### config.mk
export PLATFORM = sky130hd
export DESIGN_NAME = bmg_datapath
export DESIGN_NICKNAME = d
export VERILOG_FILES = /design/src/bmg_pkg.sv /design/src/bmg_datapath.sv
export SDC_FILE = /design/constraint.sdc
export NUM_CORES = 2
export LEC_CHECK = 0
export BUFFER_PORTS_ARGS = -buffer_cell sky130_fd_sc_hd__buf_2
export CAP_MARGIN = 15
export CELL_PAD_IN_SITES_DETAIL_PLACEMENT = 1
export CELL_PAD_IN_SITES_GLOBAL_PLACEMENT = 1
export CORE_UTILIZATION = 50
export DETAILED_ROUTE_END_ITERATION = 8
export MAX_ROUTING_LAYER = met4
export PLACE_DENSITY_LB_ADDON = 0.08
export SLEW_MARGIN = 20
export SYNTH_ARGS = -nofsm -noshare
export SYNTH_HDL_FRONTEND = slang
export SYNTH_SLANG_ARGS = --single-unit
### constraint.sdc
create_clock -name clk -period 22.6 [get_ports clk]
set_input_delay 2.26 -clock clk [delete_from_list [all_inputs] [get_ports clk]]
set_output_delay 2.26 -clock clk [all_outputs]
set_load 0.05 [all_outputs]
### src/bmg_pkg.sv
// Shared types, command codes and constants of the Box-Muller noise and histogram unit.
// No dependencies; every other file refers to it by scoped names.
`default_nettype none

package bmg_pkg;

	localparam logic [1:0] CMD_GEN   = 2'd0;
	localparam logic [1:0] CMD_READ  = 2'd1;
	localparam logic [1:0] CMD_CLEAR = 2'd2;

	localparam int LOG_STEPS    = 30;
	localparam int SQRT_STEPS   = 32;
	localparam int TAYLOR_TERMS = 5;

	localparam logic [31:0] Q30_ONE     = 32'h4000_0000;
	localparam logic [31:0] TWO_LN2_Q28 = 32'd372130559;
	localparam logic [31:0] PI_Q30      = 32'd3373259426;

	typedef struct packed {
		logic [1:0]  command;
		logic [15:0] uniform_a;
		logic [15:0] uniform_b;
		logic [3:0]  bin_select;
	} req_t;

	typedef struct packed {
		logic signed [15:0] noise_sample;
		logic [3:0]         bin_hit;
		logic [31:0]        bin_count;
	} rsp_t;

	typedef enum logic [4:0] {
		DP_NOP, DP_LOAD, DP_SQ, DP_LOGSTEP, DP_TH, DP_TL, DP_RAD, DP_SQRT,
		DP_ANG, DP_X, DP_Y, DP_T1, DP_T2, DP_T3, DP_S1, DP_S2, DP_MAG,
		DP_RND, DP_OUT
	} dp_op_t;

	typedef enum logic [1:0] {
		H_NONE, H_READ, H_INC, H_CLEAR
	} hist_op_t;

	typedef struct packed {
		dp_op_t     op;
		logic [4:0] idx;
		hist_op_t   hop;
	} cmd_t;

	typedef struct packed {
		logic [1:0] command;
		logic       use_cos;
		logic       hit_ok;
	} status_t;

	// Divisors of the nested Taylor forms, innermost first.
	function automatic logic [6:0] taylor_div(input logic use_cos, input logic [2:0] j);
		logic [6:0] d;
		d = 7'd2;
		case (j)
			3'd0: d = use_cos ? 7'd90 : 7'd110;
			3'd1: d = use_cos ? 7'd56 : 7'd72;
			3'd2: d = use_cos ? 7'd30 : 7'd42;
			3'd3: d = use_cos ? 7'd12 : 7'd20;
			3'd4: d = use_cos ? 7'd2 : 7'd6;
			default: d = 7'd2;
		endcase
		return d;
	endfunction

	// floor(2^31 / divisor), used to estimate the quotient before one correction.
	function automatic logic [31:0] taylor_recip(input logic use_cos, input logic [2:0] j);
		logic [31:0] m;
		m = 32'd1073741824;
		case (j)
			3'd0: m = use_cos ? 32'd23860929 : 32'd19522578;
			3'd1: m = use_cos ? 32'd38347922 : 32'd29826161;
			3'd2: m = use_cos ? 32'd71582788 : 32'd51130563;
			3'd3: m = use_cos ? 32'd178956970 : 32'd107374182;
			3'd4: m = use_cos ? 32'd1073741824 : 32'd357913941;
			default: m = 32'd1073741824;
		endcase
		return m;
	endfunction

endpackage

`default_nettype wire

### src/bmg_datapath.sv
// Arithmetic datapath: shared 32x32 multiplier, log2 squaring loop, bit-serial square root,
// Taylor sine/cosine and result forming. Depends on bmg_pkg.
`default_nettype none

module bmg_datapath #(
	parameter int NUM_BINS    = 10,
	parameter int COUNT_WIDTH = 32,
	parameter int FRAC_BITS   = 12
) (
	input  wire logic                        clk,
	input  wire bmg_pkg::cmd_t               cmd,
	input  wire bmg_pkg::req_t               req,
	input  wire logic [COUNT_WIDTH-1:0]      count,
	output bmg_pkg::status_t                 status,
	output logic [$clog2(NUM_BINS)-1:0]      hist_addr,
	output bmg_pkg::rsp_t                    rsp
);
	localparam int AW    = $clog2(NUM_BINS);
	localparam int Shift = 58 - FRAC_BITS;

	function automatic logic [3:0] top_bit(input logic [15:0] u);
		logic [3:0] p;
		p = 4'd0;
		for (int i = 0; i < 16; i++) begin
			if (u[i]) p = 4'(i);
		end
		return p;
	endfunction

	logic [1:0]         cmd_q;
	logic [3:0]         sel_q;
	logic [31:0]        m_q;
	logic [4:0]         pexp_q;
	logic [29:0]        frac_q;
	logic [14:0]        rr_q;
	logic               use_cos_q;
	logic               neg_q;
	logic [63:0]        prod_q;
	logic [63:0]        acc_q;
	logic [63:0]        sqv_q;
	logic [63:0]        res_q;
	logic [31:0]        x_q;
	logic [31:0]        y_q;
	logic [31:0]        h_q;
	logic [31:0]        v_q;
	logic signed [15:0] s_q;
	bmg_pkg::rsp_t      rsp_q;

	logic [31:0] mul_a, mul_b;
	logic [63:0] mul_p;
	logic [15:0] u;
	logic [3:0]  p;
	logic [13:0] r;
	logic        lo_half;
	logic [34:0] t;
	logic [65:0] rsum;
	logic [33:0] m2;
	logic [63:0] bitv, trial;
	logic [31:0] q0, q;
	logic [39:0] rem;
	logic [6:0]  dv;
	logic [63:0] rnd;
	logic [15:0] mag;
	logic signed [23:0] ks;
	logic        hit_ok;
	logic        sel_ok;
	logic [63:0] cnt64;

	assign u     = (req.uniform_a == 16'd0) ? 16'd1 : req.uniform_a;
	assign p     = top_bit(u);
	assign r     = req.uniform_b[13:0];
	assign lo_half = (r <= 14'd8192);
	assign t     = {pexp_q, 30'b0} - 35'(frac_q);
	assign rsum  = (66'(acc_q) << 17) + 66'(prod_q);
	assign m2    = prod_q[63:30];
	assign bitv  = 64'd1 << (6'd62 - {cmd.idx, 1'b0});
	assign trial = res_q + bitv;
	assign dv    = bmg_pkg::taylor_div(use_cos_q, cmd.idx[2:0]);
	assign q0    = prod_q[62:31];
	assign rem   = 40'(v_q) - 40'(q0) * 40'(dv);
	assign q     = (rem >= 40'(dv)) ? q0 + 32'd1 : q0;
	assign rnd   = (prod_q + (64'd1 << (Shift - 1))) >> Shift;
	assign ks    = $signed(($signed(24'(s_q)) - 24'sd1) >>> FRAC_BITS)
		+ $signed(24'(NUM_BINS / 2));
	assign hit_ok = (ks >= 24'sd0) && (ks < $signed(24'(NUM_BINS)));
	assign sel_ok = (32'(sel_q) < 32'(NUM_BINS));
	assign cnt64  = 64'(count);

	always_comb begin
		if (neg_q) begin
			mag = (rnd > 64'd32768) ? 16'h8000 : 16'(rnd);
		end else begin
			mag = (rnd > 64'd32767) ? 16'h7FFF : 16'(rnd);
		end
	end

	always_comb begin
		mul_a = '0;
		mul_b = '0;
		case (cmd.op)
			bmg_pkg::DP_SQ: begin
				mul_a = m_q;
				mul_b = m_q;
			end
			bmg_pkg::DP_TH: begin
				mul_a = 32'(t[34:17]);
				mul_b = bmg_pkg::TWO_LN2_Q28;
			end
			bmg_pkg::DP_TL: begin
				mul_a = 32'(t[16:0]);
				mul_b = bmg_pkg::TWO_LN2_Q28;
			end
			bmg_pkg::DP_ANG: begin
				mul_a = 32'(rr_q);
				mul_b = bmg_pkg::PI_Q30;
			end
			bmg_pkg::DP_X: begin
				mul_a = prod_q[46:15];
				mul_b = prod_q[46:15];
			end
			bmg_pkg::DP_T1: begin
				mul_a = y_q;
				mul_b = h_q;
			end
			bmg_pkg::DP_T2: begin
				mul_a = prod_q[61:30];
				mul_b = bmg_pkg::taylor_recip(use_cos_q, cmd.idx[2:0]);
			end
			bmg_pkg::DP_S1: begin
				mul_a = x_q;
				mul_b = h_q;
			end
			bmg_pkg::DP_MAG: begin
				mul_a = res_q[31:0];
				mul_b = h_q;
			end
			default: ;
		endcase
	end

	assign mul_p = mul_a * mul_b;

	always_ff @(posedge clk) begin
		case (cmd.op)
			bmg_pkg::DP_LOAD: begin
				cmd_q     <= req.command;
				sel_q     <= req.bin_select;
				m_q       <= 32'(u) << (5'd30 - 5'(p));
				pexp_q    <= 5'd16 - 5'(p);
				frac_q    <= '0;
				rr_q      <= lo_half ? 15'(r) : 15'd16384 - 15'(r);
				use_cos_q <= lo_half ^ req.uniform_b[14];
				neg_q     <= req.uniform_b[15] ^ req.uniform_b[14];
			end
			bmg_pkg::DP_SQ, bmg_pkg::DP_TH, bmg_pkg::DP_ANG, bmg_pkg::DP_T1,
			bmg_pkg::DP_S1, bmg_pkg::DP_MAG: begin
				prod_q <= mul_p;
			end
			bmg_pkg::DP_LOGSTEP: begin
				// A square of two or more means the next log2 bit is one.
				if (m2 >= 34'h0_8000_0000) begin
					m_q <= 32'(m2 >> 1);
					frac_q[5'd29 - cmd.idx] <= 1'b1;
				end else begin
					m_q <= 32'(m2);
				end
			end
			bmg_pkg::DP_TL: begin
				acc_q  <= prod_q;
				prod_q <= mul_p;
			end
			bmg_pkg::DP_RAD: begin
				sqv_q <= 64'(rsum >> 30) << 28;
				res_q <= '0;
			end
			bmg_pkg::DP_SQRT: begin
				if (sqv_q >= trial) begin
					sqv_q <= sqv_q - trial;
					res_q <= (res_q >> 1) + bitv;
				end else begin
					res_q <= res_q >> 1;
				end
			end
			bmg_pkg::DP_X: begin
				x_q    <= prod_q[46:15];
				prod_q <= mul_p;
			end
			bmg_pkg::DP_Y: begin
				y_q <= prod_q[61:30];
				h_q <= bmg_pkg::Q30_ONE;
			end
			bmg_pkg::DP_T2: begin
				v_q    <= prod_q[61:30];
				prod_q <= mul_p;
			end
			bmg_pkg::DP_T3: h_q <= bmg_pkg::Q30_ONE - q;
			bmg_pkg::DP_S2: h_q <= prod_q[61:30];
			bmg_pkg::DP_RND: s_q <= neg_q ? -$signed(mag) : $signed(mag);
			bmg_pkg::DP_OUT: begin
				rsp_q.noise_sample <= (cmd_q == bmg_pkg::CMD_GEN) ? s_q : 16'sd0;
				rsp_q.bin_hit      <= ((cmd_q == bmg_pkg::CMD_GEN) && hit_ok)
					? 4'(ks) : 4'(NUM_BINS);
				rsp_q.bin_count    <= ((cmd_q == bmg_pkg::CMD_READ) && sel_ok)
					? cnt64[31:0] : 32'd0;
			end
			default: ;
		endcase
	end

	assign hist_addr      = (cmd_q == bmg_pkg::CMD_READ) ? AW'(sel_q) : AW'(ks);
	assign status.command = cmd_q;
	assign status.use_cos = use_cos_q;
	assign status.hit_ok  = hit_ok;
	assign rsp            = rsp_q;

endmodule

`default_nettype wire

Word-level counts from Yosys, hierarchy flattened
Index checks and enable logic that the tools add are counted.
{"block": "classes", "addsub": 17, "multipliers": 2, "order_cmp": 11, "eq_ne": 25, "shifts": 2, "muxes": 48, "n_bitwise": 3, "n_reduce_logical": 15}
{"operator": "$pmux W32 S9", "n": 1}
{"operator": "$pmux W64 S2", "n": 2}
{"operator": "$pmux W32 S6", "n": 1}
{"operator": "$pmux W31 S5", "n": 1}
{"operator": "$mux W64", "n": 2}
{"operator": "$pmux W32 S3", "n": 1}
{"operator": "$mux W16", "n": 5}
{"operator": "$add A66 B64 Y66", "n": 1}
{"operator": "$add A63 B64 Y64", "n": 1}
{"operator": "$add A64 B46 Y64 const B", "n": 1}
{"operator": "$add A64 B64 Y64", "n": 1}
{"operator": "$ge A64 B64 Y1", "n": 1}
{"operator": "$mul A32 B32 Y64", "n": 1}
{"operator": "$mux W32", "n": 2}
{"operator": "$pmux W32 S2", "n": 1}
{"operator": "$shl A1 B6 Y64 const A", "n": 1}
{"operator": "$sub A64 B64 Y64", "n": 1}
{"operator": "$pmux W30 S2", "n": 1}
{"operator": "$eq A5 B4 Y1 const B", "n": 8}
{"operator": "$ge A40 B7 Y1", "n": 1}
{"operator": "$sub A32 B39 Y40", "n": 1}
{"operator": "$mul A32 B7 Y39", "n": 1}
{"operator": "$mux W4", "n": 9}
{"operator": "$pmux W7 S5", "n": 1}
{"operator": "other kinds (55)", "n": 77}
{"block": "totals", "reg_bits": 527, "in_bits": 83, "output_inout_bits": 60, "wordCells": 144}

Logic depth before layout (Yosys ltp)
{"block": "logic_depth", "depth_word": 20, "mapped_depth": 47}

Least setup slack after synthesis
OpenSTA, ideal clock, no wires.
{"block": "synth_path", "path_type": "input-to-reg", "from": "input cmd[8] (netlist name)", "to": "register prod_q[62], data pin", "setup_time_ns": 0.265, "arrival_time_ns": 13.930, "setup_slack_ns": 8.405, "stages": 44, "n_path_buf": 4, "path_cell_list": "clkbuf_1 inv_1 nand2_1 nor3_1 nand2_1 inv_1 buf_1 a211oi_1 o21ai_0 clkbuf_1 clkbuf_1 nand2_1 fa_1 inv_1 fa_1 inv_1 fa_1 inv_1 (+8 left out) inv_1 ha_1 a21o_1 a21o_1 a221oi_1 a31oi_1 nand3_1 o21ai_0 a31oi_1 o221ai_1 o41a_1 a41o_1 o41ai_1 o21ai_0 o221a_2 nor2_1 o21ai_0 xor2_1"}
{"block": "synth_via", "elab_chain_len": 4}
{"item": "from (decl)", "line_no": "bmg_datapath.sv:11", "source": "input wire bmg_pkg::cmd_t cmd,"}
{"item": "$eq A5 B4 Y1 (tied with other cells)", "line_no": "bmg_datapath.sv:100", "source": "case (cmd.op)"}
{"item": "$reduce_or A3 Y1 (no line) or $reduce_or A2 Y1 (tied branches)"}
{"item": "$pmux W32 S6", "line_no": "bmg_datapath.sv:100"}
{"item": "$mul A32 B32 Y64 *", "line_no": "bmg_datapath.sv:141", "source": "assign mul_p = mul_a * mul_b;"}
{"item": "net mul_p[62]", "line_no": "bmg_datapath.sv:50", "source": "logic [63:0] mul_p;"}
{"item": "to (signal assigned)", "line_no": "bmg_datapath.sv:157", "source": "prod_q <= mul_p;"}
{"item": "to (signal assigned)", "line_no": "bmg_datapath.sv:170", "source": "prod_q <= mul_p;"}
{"item": "to (signal assigned)", "line_no": "bmg_datapath.sv:186", "source": "prod_q <= mul_p;"}
{"item": "to (decl)", "line_no": "bmg_datapath.sv:38", "source": "logic [63:0] prod_q;"}
The timed path passes the listed nets; every way through them passes the cells marked *.
A chain may end at the register's enable or synchronous reset.

Worst setup path after layout
Ends and elaborated chain as after synthesis.

==> flow_summary.toml <==
[critical_path]
r2r_start = "frac_q[3]"
start_kind = "primary input"
cp_common_cell = "fa_1"
r2r_cells = 43
worstPathArrival_ns = 16.42
cp_max_fo = 46
crit_slowest_cell = "clkinv_1"
crit_required_ns = 23.00
cpPeakStageDelay_ns = 0.98
r2r_slack_ns = 8.62
crit_type = "primary input to register"
rr_endpoint = "prod_q[62]"
end_kind = "register"

[placed_design]
dp_cells = 10055
gp_congestion = 0.9635
io_buffers = 140
hpwl_um = 196100

[grt]
grt_pass1_vias = 66253
grt_max_degree = 87
grt_pass1_wl_um = 400500
grt-ovfl-total = 0
antenna_found_initial = 17
track_usage_pct = 35.92

[min_path]
whs_path_depth = 0
worstHoldEndpoint = "acc_q[1]"
hp-start = "prod_q[1]"
hp-class = "register to register"

[route]
first_pass_iters = 8
highest-signal-layer = "met4"
routedWlPerCell_um = 25.55
wl_met3_um = 21070
drt_iter0_drc = 5490
drc = 0
viasPerCell = 6.051
drt-met1-wl_um = 108400
ant_nets = 0
wl_um = 260400
vias = 61663
route.met2.wl_um = 120100

[status]
status = "finished clean"

[timing]
tightest_slew_ns = 1.304
grt_setup_unrepaired = "false"
drv_slew = 0
fin_skew_ns = 0.03434
period_needed_ns = 16.03
slew-limit-headroom_pct = 12.39
setup_viol = 0
hold_viol = 0
fin_crit_sh_pct = 70.91
finalSetupTns_ns = 0
max_freq_mhz = 62.40

[final_layout]
fillers = 17051
multi_input_area_mm2 = 0.05288
regArea_mm2 = 0.01583
fin_util_pct = 53.97
drive_above_1_share_pct = 6.344
instances_no_fill = 10190
area_growth_pct = 6.873
design.final.nets = 9867

[synth]
synth-async-reset-ratio_pct = 0
syn_inst = 8258
ys_types = 99
synthesis.nets = 9932
ys_warn_count = 0
netlist_area_mm2 = 0.07484
yosysSeqAreaShare_pct = 21.15
syn_area_per_cell_um2 = 9.062
synth_ff_type = "edfxtp_1"
synth_seq_cells = 527
synth_edf_count = 527

[clock_network]
clockBufferDepth = 3
clock_sinks = 527
post-cts-setup-buffers = 0
root_buffer = "clkbuf_16"
cts_buffers = 66
tritoncts = "done"
postCtsHoldBufs = 0
clock_latency_ns = 0.68
clk_pin_slew_worst_paths_ns = 0.06
htreeDepth = 3
postCtsResizedCells = 0

[floorplan]
fp.dieH_um = 388.9
dieArea_mm2 = 0.1512
core-area_mm2 = 0.1482
ios = 143
start_util_pct = 50.50
die_w_um = 388.9
std_cell_rows = 141

[power]
pwr_density_cell_mw_per_mm2 = 59.19
ir_worst_vdd_uv = 62.45
report.power.total_mw = 4.734
leakagePower_nw = 34.44

[job]
max_cap_viol_count = 0
==> worst max-delay path: cells and delay by family <==
kind | cells | cell delay [ns]
XOR/XNOR | 1 | 0.16
AND/OR/NAND/NOR | 6 | 1.88
buffers and inverters | 12 | 2.78
adder cells (fa/ha/maj) | 9 | 4.38
AO/OA/AOI/OAI | 13 | 4.82
==> cells by family (layout without fill, tap and decap cells) <==
group	after synthesis	in the layout	share of synthesized area (%)
flops	527	527	21.15
mux	70	70	0.9497
buf+inv	1715	1701	8.634
fa+ha+maj	1591	1591	37.12
other cells	1	17	0.005011
compound gates	1281	1281	11.37
xor+xnor	398	398	4.658
simple gates	2675	2675	16.12
==> synthesized netlist by cell type (74+ instances only) <==
master / n / share of area, %
nor3_1: 102 / 0.68
clkbuf_1: 395 / 2.0
a211oi_1: 74 / 0.74
nand3_1: 89 / 0.60
xor2_1: 191 / 2.2
nor2_1: 536 / 2.7
and2_1: 209 / 1.7
a31oi_1: 108 / 0.90
xnor2_1: 207 / 2.4
nand2_1: 1313 / 6.6
fa_1: 1049 / 28
ha_1: 542 / 9.1
edfxtp_1: 527 / 21
o21ai_0: 225 / 1.5
a21oi_1: 330 / 2.2
a21o_1: 106 / 1.1
inv_1: 1287 / 6.5
==> state kept, by name (all words and copies together), names as in the netlist <==
signal and count:
h_q 32, m_q 32, sqv_q 64, rsp 52, x_q 32, sel_q 4, use_cos_q 1, y_q 32
res_q 64, prod_q 64, v_q 32, s_q 16, frac_q 30, acc_q 49, neg_q 1, rr_q 15
cmd_q 2, pexp_q 5
==> where the power goes <==
group | total (mW) | internal, mW | switching, mW
clock | 1.08 | 0.601 | 0.476
combinational | 2.48 | 0.879 | 1.60
sequential | 1.17 | 1.13 | 0.0424
total | 4.73 | 2.61 | 2.12
==> final cells by class <==
class / count / share of cell area (%)
Tap cell: 1930 / 3.019
Sequential cell: 527 / 19.79
Clock inverter: 41 / 0.4615
Timing Repair Buffer: 294 / 2.347
Antenna cell: 16 / 0.05006
Multi-Input combinational cell: 6016 / 66.12
Inverter: 1288 / 6.045
Clock buffer: 78 / 2.174
==> worst max path at each step <==
| stage | start | endpoint | cells past startpoint |
|---|---|---|---|
| after CTS | cmd[8] | prod_q[62] | 41 |
| after global routing | cmd[8] | prod_q[62] | 42 |
| after detailed placement | cmd[8] | prod_q[62] | 41 |
| after floorplan | cmd[8] | prod_q[62] | 44 |
| final | cmd[8] | prod_q[62] | 41 |
| after global placement | cmd[8] | prod_q[62] | 41 |
==> routing by layer <==
layer / vias up / track usage, %
met2: 2221 / 55.68
met5: - / -
met4: 0 / 13.16
li1: 26806 / -
met1: 32101 / 47.27
met3: 535 / 6.364
==> stage by stage <==
stage	worst slack (ns)	instance area, um2	hold WS (ns)
3_3_place_gp	6.594	77800	0.4003
5_1_grt	5.991	79970	0.4547
4_1_cts	6.826	79940	0.4385
3_5_place_dp	6.175	77830	0.4063
2_1_floorplan	8.405	74840	0.4003
6_report	6.575	79980	0.4370
==> cells in the final DEF, fill, tap and decap left out, types with 16 or more instances in the layout <==
cell,count
o21a_1,46
a211o_1,16
inv_1,1284
a211oi_1,71
diode_2,16
nor4_1,28
nand3_1,89
a21o_1,106
xor2_1,191
a221o_1,16
or3_1,49
edfxtp_1,527
xnor2_1,207
mux2i_1,62
nor2b_1,72
a22o_1,43
and3_1,56
a21oi_1,329
nand4_1,55
a22oi_1,28
o21bai_1,52
o31ai_1,25
nand2_1,1311
fa_1,1049
clkbuf_16,68
a221oi_1,23
o21ai_0,218
buf_2,140
and2_1,208
o22ai_1,17
buf_4,153
nand2b_1,57
or2_2,24
nor2_1,532
nor3_1,92
a31oi_1,108
ha_1,542
(Power assumes the default switching activity.)
