--- config.mk ---
export PLATFORM = sky130hd
export DESIGN_NAME = bmg_ctrl
export DESIGN_NICKNAME = d
export VERILOG_FILES = /design/src/bmg_pkg.sv /design/src/bmg_ctrl.sv
export SDC_FILE = /design/constraint.sdc
export NUM_CORES = 1
export LEC_CHECK = 0
export BUFFER_PORTS_ARGS = -buffer_cell sky130_fd_sc_hd__buf_2
export CORE_MARGIN = 2
export CORE_UTILIZATION = 45
export DETAILED_ROUTE_END_ITERATION = 10
export PLACE_DENSITY_LB_ADDON = 0.05
export SLEW_MARGIN = 20
export SYNTH_ARGS = -nofsm -noshare
export SYNTH_HDL_FRONTEND = slang
export SYNTH_SLANG_ARGS = --single-unit
export TNS_END_PERCENT = 50
--- constraint.sdc ---
create_clock -name clk -period 5.8 [get_ports clk]
set_clock_uncertainty 0.2 [all_clocks]
set_input_delay 0.29 -clock clk [delete_from_list [all_inputs] [get_ports clk]]
set_output_delay 0.29 -clock clk [all_outputs]
set_load 0.1 [all_outputs]
--- src/bmg_pkg.sv ---
// Shared types, command codes and constants of the Box-Muller noise and histogram unit.
// No dependencies; every other file refers to it by scoped names.
`default_nettype none

package bmg_pkg;

	localparam logic [1:0] CMD_GEN   = 2'd0;
	localparam logic [1:0] CMD_READ  = 2'd1;
	localparam logic [1:0] CMD_CLEAR = 2'd2;

	localparam int LOG_STEPS    = 30;
	localparam int SQRT_STEPS   = 32;
	localparam int TAYLOR_TERMS = 5;

	localparam logic [31:0] Q30_ONE     = 32'h4000_0000;
	localparam logic [31:0] TWO_LN2_Q28 = 32'd372130559;
	localparam logic [31:0] PI_Q30      = 32'd3373259426;

	typedef struct packed {
		logic [1:0]  command;
		logic [15:0] uniform_a;
		logic [15:0] uniform_b;
		logic [3:0]  bin_select;
	} req_t;

	typedef struct packed {
		logic signed [15:0] noise_sample;
		logic [3:0]         bin_hit;
		logic [31:0]        bin_count;
	} rsp_t;

	typedef enum logic [4:0] {
		DP_NOP, DP_LOAD, DP_SQ, DP_LOGSTEP, DP_TH, DP_TL, DP_RAD, DP_SQRT,
		DP_ANG, DP_X, DP_Y, DP_T1, DP_T2, DP_T3, DP_S1, DP_S2, DP_MAG,
		DP_RND, DP_OUT
	} dp_op_t;

	typedef enum logic [1:0] {
		H_NONE, H_READ, H_INC, H_CLEAR
	} hist_op_t;

	typedef struct packed {
		dp_op_t     op;
		logic [4:0] idx;
		hist_op_t   hop;
	} cmd_t;

	typedef struct packed {
		logic [1:0] command;
		logic       use_cos;
		logic       hit_ok;
	} status_t;

	// Divisors of the nested Taylor forms, innermost first.
	function automatic logic [6:0] taylor_div(input logic use_cos, input logic [2:0] j);
		logic [6:0] d;
		d = 7'd2;
		case (j)
			3'd0: d = use_cos ? 7'd90 : 7'd110;
			3'd1: d = use_cos ? 7'd56 : 7'd72;
			3'd2: d = use_cos ? 7'd30 : 7'd42;
			3'd3: d = use_cos ? 7'd12 : 7'd20;
			3'd4: d = use_cos ? 7'd2 : 7'd6;
			default: d = 7'd2;
		endcase
		return d;
	endfunction

	// floor(2^31 / divisor), used to estimate the quotient before one correction.
	function automatic logic [31:0] taylor_recip(input logic use_cos, input logic [2:0] j);
		logic [31:0] m;
		m = 32'd1073741824;
		case (j)
			3'd0: m = use_cos ? 32'd23860929 : 32'd19522578;
			3'd1: m = use_cos ? 32'd38347922 : 32'd29826161;
			3'd2: m = use_cos ? 32'd71582788 : 32'd51130563;
			3'd3: m = use_cos ? 32'd178956970 : 32'd107374182;
			3'd4: m = use_cos ? 32'd1073741824 : 32'd357913941;
			default: m = 32'd1073741824;
		endcase
		return m;
	endfunction

endpackage

`default_nettype wire

--- src/bmg_ctrl.sv ---
// Sequencer of the noise unit: steps the datapath through log, root, angle and Taylor
// phases, issues the histogram operations and owns the handshakes. Depends on bmg_pkg.
`default_nettype none

module bmg_ctrl (
	input  wire logic             clk,
	input  wire logic             arst_n,
	input  wire logic             req_valid,
	output logic                  req_ready,
	output logic                  rsp_valid,
	input  wire logic             rsp_ready,
	input  wire bmg_pkg::status_t status,
	output bmg_pkg::cmd_t         cmd
);
	typedef enum logic [21:0] {
		S_IDLE  = 22'h000001,
		S_LOAD  = 22'h000002,
		S_SQ    = 22'h000004,
		S_LSTEP = 22'h000008,
		S_TH    = 22'h000010,
		S_TL    = 22'h000020,
		S_RAD   = 22'h000040,
		S_SQRT  = 22'h000080,
		S_ANG   = 22'h000100,
		S_X     = 22'h000200,
		S_Y     = 22'h000400,
		S_T1    = 22'h000800,
		S_T2    = 22'h001000,
		S_T3    = 22'h002000,
		S_S1    = 22'h004000,
		S_S2    = 22'h008000,
		S_MAG   = 22'h010000,
		S_RND   = 22'h020000,
		S_HREAD = 22'h040000,
		S_HINC  = 22'h080000,
		S_CLEAR = 22'h100000,
		S_DONE  = 22'h200000
	} state_t;

	state_t     state_q, state_d;
	logic [4:0] cnt_q, cnt_d;
	logic       ovalid_q;
	logic       load_out;

	assign req_ready = (state_q == S_IDLE);
	assign rsp_valid = ovalid_q;
	assign load_out  = (state_q == S_DONE) && (!ovalid_q || rsp_ready);

	always_comb begin
		state_d = state_q;
		cnt_d   = cnt_q;
		cmd.op  = bmg_pkg::DP_NOP;
		cmd.idx = cnt_q;
		cmd.hop = bmg_pkg::H_NONE;
		case (state_q)
			S_IDLE: begin
				if (req_valid) begin
					cmd.op  = bmg_pkg::DP_LOAD;
					state_d = S_LOAD;
				end
			end
			S_LOAD: begin
				cnt_d = '0;
				case (status.command)
					bmg_pkg::CMD_GEN:   state_d = S_SQ;
					bmg_pkg::CMD_READ:  state_d = S_HREAD;
					bmg_pkg::CMD_CLEAR: state_d = S_CLEAR;
					default:            state_d = S_DONE;
				endcase
			end
			S_SQ: begin
				cmd.op  = bmg_pkg::DP_SQ;
				state_d = S_LSTEP;
			end
			S_LSTEP: begin
				cmd.op = bmg_pkg::DP_LOGSTEP;
				if (cnt_q == 5'(bmg_pkg::LOG_STEPS - 1)) begin
					state_d = S_TH;
				end else begin
					cnt_d   = cnt_q + 5'd1;
					state_d = S_SQ;
				end
			end
			S_TH: begin
				cmd.op  = bmg_pkg::DP_TH;
				state_d = S_TL;
			end
			S_TL: begin
				cmd.op  = bmg_pkg::DP_TL;
				state_d = S_RAD;
			end
			S_RAD: begin
				cmd.op  = bmg_pkg::DP_RAD;
				cnt_d   = '0;
				state_d = S_SQRT;
			end
			S_SQRT: begin
				cmd.op = bmg_pkg::DP_SQRT;
				if (cnt_q == 5'(bmg_pkg::SQRT_STEPS - 1)) begin
					state_d = S_ANG;
				end else begin
					cnt_d = cnt_q + 5'd1;
				end
			end
			S_ANG: begin
				cmd.op  = bmg_pkg::DP_ANG;
				state_d = S_X;
			end
			S_X: begin
				cmd.op  = bmg_pkg::DP_X;
				state_d = S_Y;
			end
			S_Y: begin
				cmd.op  = bmg_pkg::DP_Y;
				cnt_d   = '0;
				state_d = S_T1;
			end
			S_T1: begin
				cmd.op  = bmg_pkg::DP_T1;
				state_d = S_T2;
			end
			S_T2: begin
				cmd.op  = bmg_pkg::DP_T2;
				state_d = S_T3;
			end
			S_T3: begin
				cmd.op = bmg_pkg::DP_T3;
				if (cnt_q == 5'(bmg_pkg::TAYLOR_TERMS - 1)) begin
					state_d = status.use_cos ? S_MAG : S_S1;
				end else begin
					cnt_d   = cnt_q + 5'd1;
					state_d = S_T1;
				end
			end
			S_S1: begin
				cmd.op  = bmg_pkg::DP_S1;
				state_d = S_S2;
			end
			S_S2: begin
				cmd.op  = bmg_pkg::DP_S2;
				state_d = S_MAG;
			end
			S_MAG: begin
				cmd.op  = bmg_pkg::DP_MAG;
				state_d = S_RND;
			end
			S_RND: begin
				cmd.op  = bmg_pkg::DP_RND;
				state_d = S_HREAD;
			end
			S_HREAD: begin
				cmd.hop = bmg_pkg::H_READ;
				state_d = (status.command == bmg_pkg::CMD_GEN) ? S_HINC : S_DONE;
			end
			S_HINC: begin
				if (status.hit_ok) cmd.hop = bmg_pkg::H_INC;
				state_d = S_DONE;
			end
			S_CLEAR: begin
				cmd.hop = bmg_pkg::H_CLEAR;
				state_d = S_DONE;
			end
			S_DONE: begin
				if (load_out) begin
					cmd.op  = bmg_pkg::DP_OUT;
					state_d = S_IDLE;
				end
			end
			default: state_d = S_IDLE;
		endcase
	end

	always_ff @(posedge clk or negedge arst_n) begin
		if (!arst_n) begin
			state_q  <= S_IDLE;
			cnt_q    <= '0;
			ovalid_q <= 1'b0;
		end else begin
			state_q <= state_d;
			cnt_q   <= cnt_d;
			if (load_out) begin
				ovalid_q <= 1'b1;
			end else if (rsp_ready) begin
				ovalid_q <= 1'b0;
			end
		end
	end

	a_accept_loads: assert property (@(posedge clk) disable iff (!arst_n)
		(req_valid && req_ready) |=> (state_q == S_LOAD))
		else $error("accepted transaction did not start the sequence");

	a_done_waits: assert property (@(posedge clk) disable iff (!arst_n)
		(state_q == S_DONE && ovalid_q && !rsp_ready) |=> (state_q == S_DONE))
		else $error("result overwrote one still waiting");

	a_inc_after_read: assert property (@(posedge clk) disable iff (!arst_n)
		(cmd.hop == bmg_pkg::H_INC) |-> ($past(cmd.hop) == bmg_pkg::H_READ))
		else $error("counter increment without a preceding read");

endmodule

`default_nettype wire

Word-level counts from Yosys, hierarchy flattened
Index checks and enable logic that the tools add are counted.
Word-level totals
  input port bits: 8
  register bits after elaboration: 28
Operators by class
  muxes and demuxes: 20
  $add $sub $neg: 1
  equality and inequality tests: 33
  reduce and logical (&&, ||, !) cells: 10
Operators by type and width (number)
  $pmux 22 s21: 1
  $pmux 5 s18: 1
  $mux 22: 4
  $pmux 22 s3: 1
  $mux 17: 2
  $mux 5: 5
  $eq 22x1->1 const B: 1
  $eq 22x10->1 const B: 1
  $eq 22x11->1 const B: 1
  $eq 22x12->1 const B: 1
  $eq 22x13->1 const B: 1
  $eq 22x14->1 const B: 1
  $eq 22x15->1 const B: 1
  $eq 22x16->1 const B: 1
  $eq 22x17->1 const B: 1
  $eq 22x18->1 const B: 1
  $eq 22x19->1 const B: 1
  $eq 22x2->1 const B: 1
  $eq 22x20->1 const B: 1
  $eq 22x21->1 const B: 1
  $eq 22x22->1 const B: 1
  $eq 22x3->1 const B: 1
  $eq 22x4->1 const B: 1
  $eq 22x5->1 const B: 1
  24 further kinds: 32

Longest topological paths before layout
Gate-level depths: netlist (run 1).
  word-level depth: 5
  gate-level depth with buffers: 8
  depth with buffers taken out: 8

Worst setup path before layout (run 1)
Ideal clock, no wire load.
  path type: register -> register
  from: reg state_q[5]
  to: reg state_q[0]
  data arrival time: 6.204 ns
  library setup time: 0.115 ns
  stages on the path, launching flop included: 7
  setup slack: -0.718 ns
  cell sequence: dfrtp_1 > nor4_4 > nand4_1 > a2111oi_0 > a211oi_1 > nand2_1 > o32ai_1
On the way
  cells in the longest elaborated chain, start to end: 4
  elaborated cells on any way between the ends: 29
  those cells by class: 25 x eq/ne; 1 x mux; 3 x reduce/logical
Ends and longest elaborated chain
  start: declaration: RTL line bmg_ctrl.sv:40  | state_t state_q, state_d;
  start signal: assignment: RTL line bmg_ctrl.sv:179  | state_q <= state_d;
  parallel branches: the longest is 4 deep, another holds $eq 22x20->1
Several ways; the timed one is not identified.
A chain may end at the register's enable or synchronous reset.

==> results.md, run 1 <==
- Post-route cell area: 2031 um2
- Synth Cell Area: around 1800 um2
- WS Path Type: reg2out
- Async set-reset flop share out of synthesis: 100.0%
- Fin crit share: 63.57%
- Htree depth: 1
- Setup TNS: 0 ns
- Die ar.: 4473 um2
- First-pass GRT wire length: between 7000 and 8000 um
- Vias in the first global route: ~1600
- Final hold vios: 1
- Net Sw Frac: a little under half
- RSZ-0062 raised after global routing: no
- Largest net degree at the start of global routing: 29
- Post-CTS Resized: 0
- Clk pin slew, worst setup/hold paths: roughly 0.1 ns
- Fill count: 373
- Startpoint Class: flop
- Post-CTS setup buffer count: 0
- Peak fanout along the critical path: 6
- Routed len/inst: roughly 17 um
- Row cnt: 22
- Die width: about 67 um
- CTS tree: done
- DR iter-0 viols: between 100 and 150
- Max cap viols: 0
- # IOs: 22
- Layout cells sized above 1: between 10% and 20%
- Mapped Nets: just over 200
- Die H: between 60 and 70 um
- Synth unique cells: 49
- Slew Viols, Final: 0
- Area leader, netlist: dfrtp_1
- Synthesis Warnings: 0
- Synth area leaders: dfrtp_1, nor2_1, o21ai_0
- Failing checks: negative hold slack
- Post-layout util: a little over half
- GRT Total Usage: between 20% and 30%
- Placeable Area: between 3000 and 4000 um2
- Synth Flop Type: dfrtp_1
- I/O Buffers: 21
- Max VDD drop: 0.0001622 V
- Vias: between 1500 and 2000
- Hold path start: rsp_ready
- Share of the synthesized area in the top cell type: 37.97%
- Dpl cell area: 1946 um2
- Place WS: 2.449 ns
- Seq pwr share: between 30% and 40%
- Clk buf depth: 2
- Drt total wl: around 4500 um
- CP endpoint kind: primary output
- Count of final setup violators: 0
- Drt first pass iters: 5
- Yosys reg bits: 28
- Clk root buf: clkbuf_8
- Clock latency on the worst-skew pair: approximately 0.28 ns
- CP required: between 5 and 6 ns
- Relative slew slack: between 50% and 60%
- Seq. cell area: between 700 and 800 um2
- Hold Buf Count CTS: 4
- Worst-margin pin slew: around 0.7 ns
- Comb power frac: a little under half
- Initial antenna violation count: 0
- Critical Path AT: approximately 3.2 ns
- Num CTS Buffers: 3
- Fin worst setup slack: about 2.1 ns
- Worst hold path class: in2reg
- Net Sw Power: around 0.29 mW
- Seq/Total Area, Yosys: just under 40%
- Status: finished, violations left
- Post-Syn Instances: ~190
- Post-synth EDFFs: 0
- Worst hold slack: -0.0009989 ns
- Crit Reg-Reg Startpoint: state_q[13]
- Drt drc: 0
- DR vias/cell: ~6.2
- Clock group share of total power: between 15 and 20%
- HPWL after detailed placement: 3445 um
- GRT overflow: 0
- Leakage power total: about 0.99 nW
- Cell Pwr Density: just over 300 nW/um2
- Crit path launch: state_q[13]
- RD Place Congestion: ~0.98
- NumNets Final: 235
- Synthesized area per cell: around 9.2 um2
- Clock sink count: 28
- Area of the multi-input gates: 1060 um2
- Layout Area Growth over Synthesis: 14.14%
- Minimum clock period: 3.687 ns
- Antenna-violating nets left: 0
- P_int: 0.3348 mW
- Fmax: 271.2 MHz
- Ant. Diodes: 0
- Initial Util: between 40% and 50%
path summary, 6_finish.rpt:
path                               endpoint  slack [ns]  cells after the start
min in group asynchronous       state_q[21]        0.35                      2
max in group asynchronous        state_q[7]        4.62                      2
worst min register to register  state_q[12]        0.36                      1
worst max-delay path                cmd[11]        2.11                      7
worst min-delay path              rsp_valid      -0.001                      2
worst max register to register  state_q[19]        3.04                      6
power groups by stage:
stage / clock, mW / sequential [mW] / combinational (mW)
2_1_floorplan: 0 / 0.245 / 0.210
3_3_place_gp: 0 / 0.230 / 0.278
3_5_place_dp: 0 / 0.231 / 0.282
4_1_cts: 0.116 / 0.227 / 0.285
5_1_grt: 0.123 / 0.230 / 0.308
6_report: 0.113 / 0.227 / 0.286
critical path: stages (launching register included):
cell and delay [ns]:
dfrtp_1 0.43, nor4_1 0.52, nand4_1 0.30, nor2_1 0.37, nand3b_1 0.19, or4_1 0.58
o21ai_0 0.10, buf_2 0.45
synthesized netlist by cell type (2+ instances only):
| library cell | n |
|---|---|
| nor2b_1 | 2 |
| and3_1 | 2 |
| ha_1 | 4 |
| nor3_1 | 8 |
| o32ai_1 | 2 |
| nor4_1 | 8 |
| nand2b_1 | 9 |
| xor2_1 | 3 |
| and4b_1 | 5 |
| or3_1 | 3 |
| a21o_1 | 2 |
| nand3b_1 | 5 |
| nor2_1 | 21 |
| o31ai_1 | 2 |
| a22o_1 | 3 |
| o21ai_0 | 15 |
| and2_1 | 2 |
| dfrtp_1 | 27 |
| or2b_1 | 2 |
| nor4_4 | 2 |
| nand4_1 | 4 |
| nor3b_1 | 2 |
| nor4b_1 | 2 |
| nand2_1 | 17 |
| xnor2_1 | 2 |
| or4_1 | 4 |
| nand3_1 | 9 |
| inv_1 | 5 |
cell type report:
cell class | instances | share of cell area [%]
Sequential cell | 28 | 34.57
Tap cell | 48 | 2.957
Timing Repair Buffer | 25 | 7.147
Multi-Input combinational cell | 160 | 52.19
Clock buffer | 4 | 2.218
Inverter | 5 | 0.9242
kinds of logic (layout without fill, tap and decap cells):
logic type      Yosys count  in the layout  synth area share (%)
compound gates           33             33                 12.31
xor+xnor                  5              5                 2.462
fa+ha+maj                 4              4                 2.813
buf+inv                   5             34                 1.055
flops                    28             28                 39.45
mux                       2              2                 1.195
simple gates            116            116                 40.72
sequential cells by signal (all words and copies together) (netlist names):
name / count
cnt_q: 5
state_q: 22
rsp_valid: 1
cells in the final DEF, fill, tap and decap left out, types with 4 or more instances in the layout:
master | Yosys | final
inv_1 | 5 | 5
nand4_1 | 4 | 4
ha_1 | 4 | 4
and4b_1 | 5 | 5
nand2_1 | 17 | 17
dfrtp_1 | 27 | 27
nand3_1 | 9 | 9
dlygate4sd3_1 | 0 | 4
nor2_1 | 21 | 21
nand2b_1 | 9 | 9
nor3_1 | 8 | 8
o21ai_0 | 15 | 15
nand3b_1 | 5 | 5
nor4_1 | 8 | 8
or4_1 | 4 | 4
buf_2 | 0 | 21
routing by layer:
metal  vias to the layer above  track usage (%)  routed length (um)
li1                        789                -                   -
met1                       823            30.37                2090
met2                        50            36.25                2152
met3                         9            3.041                 206
met4                         0            5.867                  53
met5                         -                0                   0
per-stage QoR:
step | total power [mW] | instances
CTS | 0.6279 | 270
detailed placement | 0.5129 | 262
floorplan | 0.4549 | 193
global route | 0.6615 | 270
global placement | 0.5077 | 262
finish | 0.6251 | 270
Power figures use the tool's default switching activity.
==> run 2, diff against run 1 <==
--- a/config.mk
+++ b/config.mk
@@ -5,6 +5,7 @@
 export SDC_FILE = /design/constraint.sdc
 export NUM_CORES = 1
 export LEC_CHECK = 0
+export ABC_AREA = 1
 export BUFFER_PORTS_ARGS = -buffer_cell sky130_fd_sc_hd__buf_2
 export CORE_MARGIN = 2
 export CORE_UTILIZATION = 45
==> constraint.sdc (replaced) <==
create_clock -name clk -period 3.85 [get_ports clk]
set_clock_uncertainty 0.2 [all_clocks]
set_input_delay 0.1925 -clock clk [delete_from_list [all_inputs] [get_ports clk]]
set_output_delay 0.1925 -clock clk [all_outputs]
set_load 0.1 [all_outputs]
==> results.md, run 2 <==
- Status: completed
- Clock latency on the worst-skew pair: 0.28 ns
- Post-synth EDFFs: 0
- Row cnt: 23
- Met1 global-route usage: 25.27%
- Largest net degree at the start of global routing: 29
- Die ar.: between 4000 and 5000 um2
- Place WS: ~1.6 ns
- RD Place Congestion: between 0.8 and 0.9
- GRT busiest layer: met2
- CP endpoint kind: primary output
- Peak fanout along the critical path: 9
- Leakage power total: approximately 1.3 nW
- Fin worst setup slack: about 1.3 ns
- Critical-path cell list: nor2_2, nand2_4, nor2_8, nand2_1, inv_1, nand2_1, nor2_1, nor3_1, nand3_1, buf_2
- Fin cells: roughly 350
- Async set-reset flop share out of synthesis: 100.0%
- Post-Syn Instances: approximately 270
- Relative slew slack: between 50% and 60%
- Slew Viols, Final: 0
- Synth Cell Area: about 2000 um2
- Seq/Total Area, Yosys: roughly 36%
- RSZ-0062 raised after global routing: no
- Max FFs per register: 22
- Count leader, synth: nand2_1
- Initial Util: a little under half
- Clk pin slew, worst setup/hold paths: roughly 0.11 ns
- Layout Area Growth over Synthesis: 14.49%
- Met2 Usage GRT: 31.53%
- Clock sink count: 28
- Met3 Track Usage GR: 2.165%
- DR vias/cell: between 4 and 5
- Drt first pass iters: 4
- GRT overflow: 0
- Dpl cell area: around 2100 um2
- DR iter-0 viols: 113
- Commonest non-fill, non-tap cell in the layout: nand2_1
- # IOs: 22
- CP dominant cell by count: nand2_1
- Routed len/inst: 11.87 um
- Count of final setup violators: 0
- Synthesis Warnings: 0
- Total Power: approximately 1.3 mW
- Synth Flop Type: dfrtp_1
- Post-layout util: 54.68%
- GRT Total Usage: between 15 and 20%
- Die width: ~70 um
- Vias: 1646
- Cell Pwr Density: a little under 600 nW/um2
- Max VDD drop: slightly above 0.0004 V
- Final hold vios: 0
- Synth unique cells: 27
- NumNets Final: approximately 310
- Clk buf depth: 2
- CP required: ~3.5 ns
- Synth area leaders: dfrtp_1, nand2_1, inv_1
- Yosys reg bits: 28
- Share of the synthesized area in the top cell type: around a third
- Htree depth: 1
- Commonest cells after routing, fill and taps aside: nand2_1, inv_1, nor2_1, nand3_1, dfrtp_1
- Ant. Diodes: 0
- Area leader, netlist: dfrtp_1
- Fin crit share: around 67%
- Buf/Inv on CP: 2
- Worst hold slack: around 0.18 ns
- CP peak stage delay: 0.43 ns
- Setup TNS: 0 ns
- Placed insts: between 300 and 400
- Largest delay contributor family on the critical path: simple AND/OR/NAND/NOR gates
- Mapped Nets: 280
- Initial antenna violation count: 0
- Largest reg by FF count: state_q
- Post-route cell area: between 2000 and 2500 um2
- Critical Path AT: 2.17 ns
- WS Path Type: reg2out
- Max cap viols: 0
- Clk root buf: clkbuf_8
- Post-CTS Resized: 0
- Drt total wl: around 4100 um
- First-pass GRT wire length: between 7000 and 8000 um
- Fmax: slightly below 400 MHz
- Minimum clock period: between 2 and 3 ns
- Startpoint Class: flop
- Fill count: approximately 390
- Drt drc: 0
- Worst hold path class: in2reg
- Worst-margin pin slew: ~0.63 ns
- Vias in the first global route: roughly 1600
- I/O Buffers: 21
- Crit-path slowest cell: buf_2
- HPWL after detailed placement: 3361 um
- Antenna-violating nets left: 0
- CTS tree: done
- Layout cells sized above 1: between 20 and 25%
- Synthesized area per cell: between 7 and 8 um2
- Num CTS Buffers: 3
- Placeable Area: 4086 um2
- Synth cell count leaders: nand2_1, inv_1, nor2_1
- Die H: around 70 um
-- run 2: cell count changes after synthesis, sizes merged, moves of 4 or more --
cell    delta
nand2     +52
inv       +42
nor2      +39
nand3     +22
nor4      -10
nand2b     -9
o21ai      -7
and4b      -5
or4        -5
nand3b     -4
-- run 2: layer usage --
metal  wire length [um]  up-vias  share of wire [%]
met5                  0        -                  0
met4                 31        0               0.75
met3                147        2                3.5
met2               1889       27                 46
met1               2072      716                 50
li1                   -      901                  -
-- run 2: report_power, final --
group          total, mW  leakage, nW  switching, mW  internal [mW]
sequential         0.386        0.379         0.0483          0.338
combinational      0.715        0.930          0.549          0.167
clock              0.190       0.0288         0.0982         0.0918
-- run 2: tightest hold or removal path: cells and delay by family --
kind	cells	cell delay (ns)
simple gates	3	0.28
buf+inv	2	0.16
-- run 2: what timing repair did --
item / CTS / global route
setup buffers: 0 / 0
hold endpoints to repair: 32 / 0
hold buffers: 6 / 0
-- run 2: final timing paths --
path / startpoint / end / slack, ns / depth (start not counted)
min in group asynchronous: arst_n / cnt_q[1] / 0.25 / 2
max in group asynchronous: arst_n / state_q[5] / 2.78 / 2
max reg2reg: state_q[13] / state_q[18] / 1.58 / 8
min reg2reg: state_q[0] / state_q[0] / 0.36 / 4
min: req_valid / state_q[1] / 0.18 / 5
max: state_q[13] / cmd[8] / 1.29 / 10
-- run 2: area by class of cell --
cell class | count | area, um2 | share of cell area, %
timing repair buffer | 27 | 165.2 | 7.391
clock buffer | 4 | 55.05 | 2.464
tap | 50 | 62.56 | 2.800
multi-input combinational | 192 | 1066 | 47.70
sequential | 28 | 701.9 | 31.41
inverter | 48 | 183.9 | 8.231
-- run 2: kinds of logic after synthesis --
logic type               Yosys count  synth area share [%]
buffers and inverters             48                 9.423
flip-flops                        28                 35.96
adder cells (fa/ha/maj)            4                 2.564
AO/OA/AOI/OAI                     13                 4.039
AND/OR/NAND/NOR                  175                 48.01
